[config.mk]
export PLATFORM = sky130hd
export DESIGN_NAME = top_k_frequency_heap
export DESIGN_NICKNAME = d
export VERILOG_FILES = /design/src/hw/rtl/tkfh_pkg.sv /design/src/hw/rtl/top_k_frequency_heap.sv /design/src/hw/rtl/tkfh_ctrl.sv /design/src/hw/rtl/tkfh_dp.sv
export VERILOG_INCLUDE_DIRS = /design/src /design/src/hw/rtl
export SDC_FILE = /design/constraint.sdc
export NUM_CORES = 2
export LEC_CHECK = 0
export BUFFER_PORTS_ARGS = -buffer_cell sky130_fd_sc_hd__buf_2
export CAP_MARGIN = 30
export CORE_ASPECT_RATIO = 1.25
export CORE_MARGIN = 2
export CORE_UTILIZATION = 40
export DETAILED_ROUTE_END_ITERATION = 12
export PLACE_DENSITY = 0.51
export SLEW_MARGIN = 20
export SYNTH_ARGS = -nofsm -noshare
export SYNTH_HDL_FRONTEND = slang
export SYNTH_HIERARCHICAL = 1
export SYNTH_SLANG_ARGS = --single-unit
[constraint.sdc]
create_clock -name clk -period 13.75 [get_ports clk]
set_input_delay 1.375 -clock clk [delete_from_list [all_inputs] [get_ports clk]]
set_output_delay 1.375 -clock clk [all_outputs]
set_load 0.05 [all_outputs]
[src/hw/rtl/assert_macros.svh]
// assertion macros for the rtl files, included by tkfh_dp.sv
`ifndef ASSERT_MACROS_SVH
`define ASSERT_MACROS_SVH

`ifndef SYNTHESIS

`define AST_HOLD(name, clk, rst_n, expr) \
    name: assert property (@(posedge clk) disable iff (!rst_n) (expr)) \
        else $error("assertion failed");

`define AST_SAME(name, clk, rst_n, pre, post) \
    name: assert property (@(posedge clk) disable iff (!rst_n) (pre) |-> (post)) \
        else $error("assertion failed");

`define AST_NEXT(name, clk, rst_n, pre, post) \
    name: assert property (@(posedge clk) disable iff (!rst_n) (pre) |=> (post)) \
        else $error("assertion failed");

`else

`define AST_HOLD(name, clk, rst_n, expr)
`define AST_SAME(name, clk, rst_n, pre, post)
`define AST_NEXT(name, clk, rst_n, pre, post)

`endif

`endif

[src/hw/rtl/tkfh_pkg.sv]
// shared types and constants of the top-k frequency heap
`default_nettype none

package tkfh_pkg;

    localparam int DEPTH = 16;
    localparam int AW    = (DEPTH > 1) ? $clog2(DEPTH) : 1;
    localparam int CW    = $clog2(DEPTH + 1);
    localparam int KW    = AW + 2;

    localparam logic [4:0] CAP_RESET = 5'd16;

    typedef enum logic [2:0] {
        ST_INSERTED   = 3'd0,
        ST_REPLACED   = 3'd1,
        ST_DROPPED    = 3'd2,
        ST_READ_OK    = 3'd3,
        ST_READ_EMPTY = 3'd4
    } status_t;

    typedef enum logic [2:0] {
        S_IDLE,
        S_UP_RD,
        S_UP_CMP,
        S_DN_RD,
        S_DN_CMP,
        S_RD,
        S_OUT
    } state_t;

    typedef struct packed {
        logic [15:0] tag;
        logic [31:0] freq;
    } entry_t;

    typedef struct packed {
        logic    load;
        logic    grow;
        logic    up_rd;
        logic    up_step;
        logic    dn_rd;
        logic    dn_step;
        logic    wr_item;
        logic    rd_slot;
        logic    finish;
        status_t code;
    } dp_cmd_t;

    typedef struct packed {
        logic is_read;
        logic rd_ok;
        logic ins_free;
        logic ins_repl;
        logic up_top;
        logic up_move;
        logic dn_move;
    } dp_stat_t;

endpackage

`default_nettype wire

[src/hw/rtl/top_k_frequency_heap.sv]
// top level of the top-k frequency heap: controller plus datapath
// a read fetches the slot and reports it; a drop only reports; an insert sifts the
//   new entry up and a replace sifts it down, one heap level per read and compare step
// throughput: one transaction at a time; busy stays high until the result strobe
// reset: heap empty, capacity 16; the receiver cannot stall the result
`default_nettype none

module top_k_frequency_heap (
    input  wire logic        clk,
    input  wire logic        rst_n,
    input  wire logic        start,
    output logic             busy,
    input  wire logic        action,
    input  wire logic [15:0] word_tag,
    input  wire logic [31:0] frequency,
    input  wire logic [3:0]  slot_index,
    output logic             done,
    output logic [2:0]       status,
    output logic [4:0]       entry_count,
    output logic [15:0]      read_tag,
    output logic [31:0]      read_frequency,
    output logic [31:0]      min_frequency,
    input  wire logic        cfg_valid,
    output logic             cfg_ready,
    input  wire logic [4:0]  cfg_data
);
    import tkfh_pkg::*;

    dp_cmd_t  cmd;
    dp_stat_t st;

    tkfh_ctrl u_ctrl (
        .clk   (clk),
        .rst_n (rst_n),
        .start (start),
        .busy  (busy),
        .st    (st),
        .cmd   (cmd)
    );

    tkfh_dp u_dp (
        .clk            (clk),
        .rst_n          (rst_n),
        .cmd            (cmd),
        .st             (st),
        .cfg_valid      (cfg_valid),
        .cfg_ready      (cfg_ready),
        .cfg_data       (cfg_data),
        .action         (action),
        .word_tag       (word_tag),
        .frequency      (frequency),
        .slot_index     (slot_index),
        .done           (done),
        .status         (status),
        .entry_count    (entry_count),
        .read_tag       (read_tag),
        .read_frequency (read_frequency),
        .min_frequency  (min_frequency)
    );

endmodule

`default_nettype wire

[src/hw/rtl/tkfh_ctrl.sv]
// controller state machine of the top-k frequency heap
`default_nettype none

module tkfh_ctrl (
    input  wire logic              clk,
    input  wire logic              rst_n,
    input  wire logic              start,
    output logic                   busy,
    input  wire tkfh_pkg::dp_stat_t st,
    output tkfh_pkg::dp_cmd_t      cmd
);
    import tkfh_pkg::*;

    state_t  state_reg, state_next;
    status_t kind_reg, kind_next;

    always_ff @(posedge clk or negedge rst_n)
    begin
        if (!rst_n)
        begin
            state_reg <= S_IDLE;
            kind_reg  <= ST_DROPPED;
        end
        else
        begin
            state_reg <= state_next;
            kind_reg  <= kind_next;
        end
    end

    always_comb
    begin
        state_next = state_reg;
        kind_next  = kind_reg;
        cmd        = '0;
        cmd.code   = kind_reg;
        busy       = (state_reg != S_IDLE);
        unique case (state_reg)
            S_IDLE:
            begin
                if (start)
                begin
                    cmd.load = 1'b1;
                    if (st.is_read)
                    begin
                        if (st.rd_ok)
                        begin
                            kind_next  = ST_READ_OK;
                            state_next = S_RD;
                        end
                        else
                        begin
                            kind_next  = ST_READ_EMPTY;
                            state_next = S_OUT;
                        end
                    end
                    else if (st.ins_free)
                    begin
                        cmd.grow   = 1'b1;
                        kind_next  = ST_INSERTED;
                        state_next = S_UP_RD;
                    end
                    else if (st.ins_repl)
                    begin
                        kind_next  = ST_REPLACED;
                        state_next = S_DN_RD;
                    end
                    else
                    begin
                        kind_next  = ST_DROPPED;
                        state_next = S_OUT;
                    end
                end
            end
            S_UP_RD:
            begin
                if (st.up_top)
                begin
                    cmd.wr_item = 1'b1;
                    state_next  = S_OUT;
                end
                else
                begin
                    cmd.up_rd  = 1'b1;
                    state_next = S_UP_CMP;
                end
            end
            S_UP_CMP:
            begin
                if (st.up_move)
                begin
                    cmd.up_step = 1'b1;
                    state_next  = S_UP_RD;
                end
                else
                begin
                    cmd.wr_item = 1'b1;
                    state_next  = S_OUT;
                end
            end
            S_DN_RD:
            begin
                cmd.dn_rd  = 1'b1;
                state_next = S_DN_CMP;
            end
            S_DN_CMP:
            begin
                if (st.dn_move)
                begin
                    cmd.dn_step = 1'b1;
                    state_next  = S_DN_RD;
                end
                else
                begin
                    cmd.wr_item = 1'b1;
                    state_next  = S_OUT;
                end
            end
            S_RD:
            begin
                cmd.rd_slot = 1'b1;
                state_next  = S_OUT;
            end
            S_OUT:
            begin
                cmd.finish = 1'b1;
                state_next = S_IDLE;
            end
            default:
            begin
                state_next = S_IDLE;
            end
        endcase
    end

endmodule

`default_nettype wire

[src/hw/rtl/tkfh_dp.sv]
// heap memory, sift datapath and result registers of the top-k frequency heap
`default_nettype none
`include "assert_macros.svh"

module tkfh_dp (
    input  wire logic               clk,
    input  wire logic               rst_n,
    input  wire tkfh_pkg::dp_cmd_t  cmd,
    output tkfh_pkg::dp_stat_t      st,
    input  wire logic               cfg_valid,
    output logic                    cfg_ready,
    input  wire logic [4:0]         cfg_data,
    input  wire logic               action,
    input  wire logic [15:0]        word_tag,
    input  wire logic [31:0]        frequency,
    input  wire logic [3:0]         slot_index,
    output logic                    done,
    output logic [2:0]              status,
    output logic [4:0]              entry_count,
    output logic [15:0]             read_tag,
    output logic [31:0]             read_frequency,
    output logic [31:0]             min_frequency
);
    import tkfh_pkg::*;

    entry_t mem [DEPTH];

    logic [4:0]    cap_reg;
    logic [CW-1:0] count_reg;
    logic [AW-1:0] pos_reg;
    logic [3:0]    slot_reg;
    entry_t        item_reg;
    entry_t        rda_reg;
    entry_t        rdb_reg;
    logic [31:0]   root_reg;

    logic          done_reg;
    status_t       status_reg;
    logic [CW-1:0] count_out_reg;
    entry_t        read_out_reg;
    logic [31:0]   min_out_reg;

    logic [CW-1:0] cap_eff;
    logic [AW-1:0] parent;
    logic [KW-1:0] left_idx;
    logic [KW-1:0] right_idx;
    logic          l_ok;
    logic          r_ok;
    logic          take_r;
    entry_t        child;
    logic [KW-1:0] child_idx;
    logic [AW-1:0] addr_a;
    logic [AW-1:0] addr_b;
    logic          rd_en;
    logic          we;
    entry_t        wdata;

    assign cfg_ready = 1'b1;
    assign cap_eff   = (32'(cap_reg) > DEPTH) ? CW'(DEPTH) : CW'(cap_reg);

    assign parent    = AW'((pos_reg - AW'(1)) >> 1);
    assign left_idx  = KW'({pos_reg, 1'b1});
    assign right_idx = KW'({pos_reg, 1'b0}) + KW'(2);
    assign l_ok      = left_idx < KW'(count_reg);
    assign r_ok      = right_idx < KW'(count_reg);
    assign take_r    = r_ok && (rdb_reg.freq < rda_reg.freq);
    assign child     = take_r ? rdb_reg : rda_reg;
    assign child_idx = take_r ? right_idx : left_idx;

    always_comb
    begin
        st.is_read  = action;
        st.rd_ok    = 32'(slot_index) < 32'(count_reg);
        st.ins_free = (cap_eff != '0) && (count_reg < cap_eff);
        st.ins_repl = (cap_eff != '0) && (count_reg >= cap_eff) && (count_reg != '0)
                      && (frequency > root_reg);
        st.up_top   = (pos_reg == '0);
        st.up_move  = rda_reg.freq > item_reg.freq;
        st.dn_move  = l_ok && (child.freq < item_reg.freq);
    end

    always_comb
    begin
        addr_a = parent;
        addr_b = parent;
        if (cmd.dn_rd)
        begin
            addr_a = left_idx[AW-1:0];
            addr_b = right_idx[AW-1:0];
        end
        else if (cmd.rd_slot)
        begin
            addr_a = AW'(slot_reg);
        end
        rd_en = cmd.up_rd | cmd.dn_rd | cmd.rd_slot;
        we    = cmd.up_step | cmd.dn_step | cmd.wr_item;
        if (cmd.wr_item)
            wdata = item_reg;
        else if (cmd.up_step)
            wdata = rda_reg;
        else
            wdata = child;
    end

    // heap store
    always_ff @(posedge clk)
    begin
        if (we)
            mem[pos_reg] <= wdata;
        if (rd_en)
        begin
            rda_reg <= mem[addr_a];
            rdb_reg <= mem[addr_b];
        end
    end

    always_ff @(posedge clk or negedge rst_n)
    begin
        if (!rst_n)
        begin
            cap_reg   <= CAP_RESET;
            count_reg <= '0;
            done_reg  <= 1'b0;
        end
        else
        begin
            if (cfg_valid && cfg_ready)
                cap_reg <= cfg_data;
            if (cmd.grow)
                count_reg <= count_reg + CW'(1);
            done_reg <= cmd.finish;
        end
    end

    always_ff @(posedge clk)
    begin
        if (cmd.load)
        begin
            item_reg.tag  <= word_tag;
            item_reg.freq <= frequency;
            slot_reg      <= slot_index;
            pos_reg       <= cmd.grow ? count_reg[AW-1:0] : '0;
        end
        else if (cmd.up_step)
        begin
            pos_reg <= parent;
        end
        else if (cmd.dn_step)
        begin
            pos_reg <= child_idx[AW-1:0];
        end
        if (we && (pos_reg == '0))
            root_reg <= wdata.freq;
        if (cmd.finish)
        begin
            status_reg    <= cmd.code;
            count_out_reg <= count_reg;
            read_out_reg  <= (cmd.code == ST_READ_OK) ? rda_reg : '0;
            min_out_reg   <= (count_reg != '0) ? root_reg : '0;
        end
    end

    assign done           = done_reg;
    assign status         = status_reg;
    assign entry_count    = 5'(count_out_reg);
    assign read_tag       = read_out_reg.tag;
    assign read_frequency = read_out_reg.freq;
    assign min_frequency  = min_out_reg;

    `AST_HOLD(a_count_bound, clk, rst_n, 32'(count_reg) <= DEPTH)
    `AST_NEXT(a_done_single, clk, rst_n, done_reg, !done_reg)
    `AST_SAME(a_up_not_root, clk, rst_n, cmd.up_step, pos_reg != '0)
    `AST_SAME(a_dn_in_heap, clk, rst_n, cmd.dn_step, child_idx < KW'(count_reg))

endmodule

`default_nettype wire
==> summary.txt <==
Status
  • Status: finished clean

Synth
  • FF+latch count, synth: 1025
  • Compound-Gate Fraction of Synth Area: 11.37%
  • Largest family of logic cells by synthesized area: compound AO/OA/AOI/OAI gates
  • Adder-cell share of the synthesized area: 3.752%
  • Syn Inst Count: 3830
  • Main synth FF type: edfxtp_1
  • Async S/R FF share, synth: 1.659%
  • EDFF count, synth: 1008
  • Mux cell area share after synthesis: 8.472%
  • Mapped cell area: 49360 sq um
  • Ys Warns: 6
  • Simple-Gate Fraction of Synth Area: 10.80%
  • Net count after synthesis: 4040
  • Sequential share of the synthesized area: 62.19%
  • Synth Area in XOR/XNOR: 0.1774%
  • Synth Area per Inst: 12.89 sq um
  • Netlist cell types: 66

CTS
  • Worst-path clk slew: 0.06 ns
  • Root buffer cell: clkbuf_16
  • Post-CTS resize count: 0
  • CTS tree: done
  • Postcts setup bufs: 0
  • Cts hold-fix bufs: 0
  • Clock Latency Late Sink: 0.73 ns
  • CTS Buffer Depth: 3
  • Clock Sinks: 1025
  • H-tree depth: 3
  • TritonCTS Buffers: 109

Place
  • Dpl cells: 5396
  • Post-detail-place hpwl: 87870 microns
  • Area post-placement: 52090 sq um
  • Port Buf Inserts: 151
  • RePlAce Congestion: 0.8701

Timing
  • Tcrit/Tclk final: 64.04%
  • Minimum clock period: 8.806 ns
  • Fin Setup TNS: 0 ns
  • RSZ-0062 raised after global routing: false
  • Max Fclk: 113.6 MHz
  • Worst rel slew slack: 31.34%
  • Setup violators final: 0
  • Final slew viol count: 0
  • Clk_skew: 0.03526 ns
  • Final hold violation count: 0
  • Worst Tran Pin Value: 1.022 ns

Floorplanning
  • Die height: 396.7 microns
  • I/O Pins: 153
  • Row Count: 144
  • Initial Util: 40.17%
  • Chip width: 318.2 microns
  • Die area: 126200 sq um
  • Core area: 122900 sq um

Detailed routing
  • Antenna viol nets, final: 0
  • Routed WL per cell: 27.23 microns
  • Via count: 32780
  • Vias per cell: 5.840
  • Pre-antenna DRT Iters: 5
  • DRC violations left: 0
  • Drt initial violations: 2882
  • WL final: 152800 microns

Finish
  • Post-route cell area: 55970 sq um
  • Most common cell after layout, fill and taps aside: edfxtp_1
  • Share of layout cells above drive strength 1: 14.37%
  • Number of flip-flops in the largest register: 768
  • Fin nets: 4127
  • Commonest non-fill, non-tap cells in the layout: 1008 x edfxtp_1, 590 x nand2_1, 304 x and2_1
  • Diode count: 0
  • Post-Layout Cell Count: 5613
  • Top reg by flops: u_dp/mem
  • Area Growth Syn to Fin: 13.40%

Global route
  • Overall Global Routing Usage: 23.79%
  • Vias in the first global route: 32432
  • First-pass GRT wire length: 221200 microns
  • Pin count of the biggest net entering global routing: 199
  • GRT overflow: 0
  • Initial antenna violation count: 1

Worst setup path
  • Crit Path Max Fanout: 66
  • Worst EP required: 14.09 ns
  • Startpoint types: flop
  • Worst Setup End Kind: flop
  • Arrival time worst endpoint: 9.15 ns
  • CP Class: reg -> reg

Hold path
  • Hold WC Path Type: reg -> reg

Flow run
  • Max Cap Viol: 0
[cell type report]
cell class,instances,area (sq um)
clock buffers,136,2902
fillers,11070,66910
flip-flops and latches,1025,30700
well taps,1606,2009
clock inverters,65,735.7
multi-input cells,2415,17400
repair buffers,257,1817
inverters,109,411.6
[through the flow]
step / hold WS [ns] / setup slack (ns) / util, %
3_3_place_gp: 0.4723 / 4.940 / 42.17
2_1_floorplan: 0.4409 / 4.486 / -
5_1_grt: 0.4964 / 4.458 / 45.55
3_5_place_dp: 0.4709 / 4.828 / 42.39
4_1_cts: 0.4869 / 4.788 / 45.35
6_report: 0.4860 / 4.944 / 45.55
[cells in the mapped netlist (5+ instances only)]
master        n  area share [%]
a221oi_1      5           0.089
clkbuf_1    208             1.6
buf_2        43            0.44
nor3_1       47            0.48
a31oi_1     194             2.5
nor2_1       69            0.52
o21a_1        9            0.14
and2_1      304             3.9
mux4_2       96             4.4
nor2b_1      15            0.19
a21o_1       23            0.35
nand2b_1      9            0.11
a21oi_1     136             1.4
a211oi_1    246             3.7
mux2i_1     195             4.0
xor2_1        5           0.089
nand4_1      22            0.28
xnor2_1       5           0.089
a311oi_1     96             1.7
inv_1       109            0.83
nor3b_1       6           0.091
edfxtp_1   1008              61
a2111oi_0     5           0.089
nor4_1        5           0.063
mux2_2        6            0.14
o21ai_1      39            0.40
buf_4        15            0.23
nand3_1      18            0.18
o21ai_0      68            0.69
dfrtp_1      15            0.76
nand2_1     592             4.5
or3_1         6           0.076
buf_1        13           0.099
ha_1        148             3.8
[layer usage]
layer  up-vias  global-route usage (%)  share of wire [%]
met5         -                       0                  0
met4         0                   8.260                2.9
met3       207                   2.670                4.9
met2       987                   39.70                 48
met1     16782                   32.32                 44
li1      14804                       -                  -
[worst paths after layout]
| path | startpoint | end | slack [ns] | cells after the start |
|---|---|---|---|---|
| worst max-delay path | u_dp/pos_reg[2] | u_dp/mem[7][44] | 4.94 | 25 |
| worst min-delay path | u_ctrl/kind_reg[0] | u_dp/status[0] | 0.49 | 0 |
| worst max register to register | u_dp/pos_reg[2] | u_dp/mem[7][44] | 4.94 | 25 |
| worst min register to register | u_ctrl/kind_reg[0] | u_dp/status[0] | 0.49 | 0 |
| max in group asynchronous | rst_n | u_ctrl/kind_reg[1] | 12.84 | 1 |
| min in group asynchronous | rst_n | u_dp/cap_reg[2] | 0.57 | 1 |
[worst max-delay path, stage by stage, from the launching register on]
cell and delay, ns:
edfxtp_1 0.89, nand3_1 0.18, xnor2_1 0.17, ha_1 0.32
a211oi_1 0.23, and4_1 0.20, o221ai_1 0.11, or4_4 0.60
nor2_4 0.11, buf_4 0.54, o21ai_0 0.17, ha_1 0.34
nand4_1 0.17, nor3_1 0.36, nand4_1 0.27, o2111a_1 0.34
o311ai_0 0.11, a211o_1 0.15, a41oi_1 0.05, nor4b_1 0.29
nor3b_1 0.14, inv_4 0.57, or3_1 0.29, nand2_1 0.24
nor2_4 0.80, buf_4 0.71
[cells by family after synthesis]
family,Yosys count
mux,297
fa+ha+maj,148
buf+inv,390
simple gates,1119
xor+xnor,10
compound gates,840
other cells,1
flops,1025
Power is left out: the tool's default activity adds up to more than one toggle a clock period on the data nets, which glitch-free logic cannot reach.
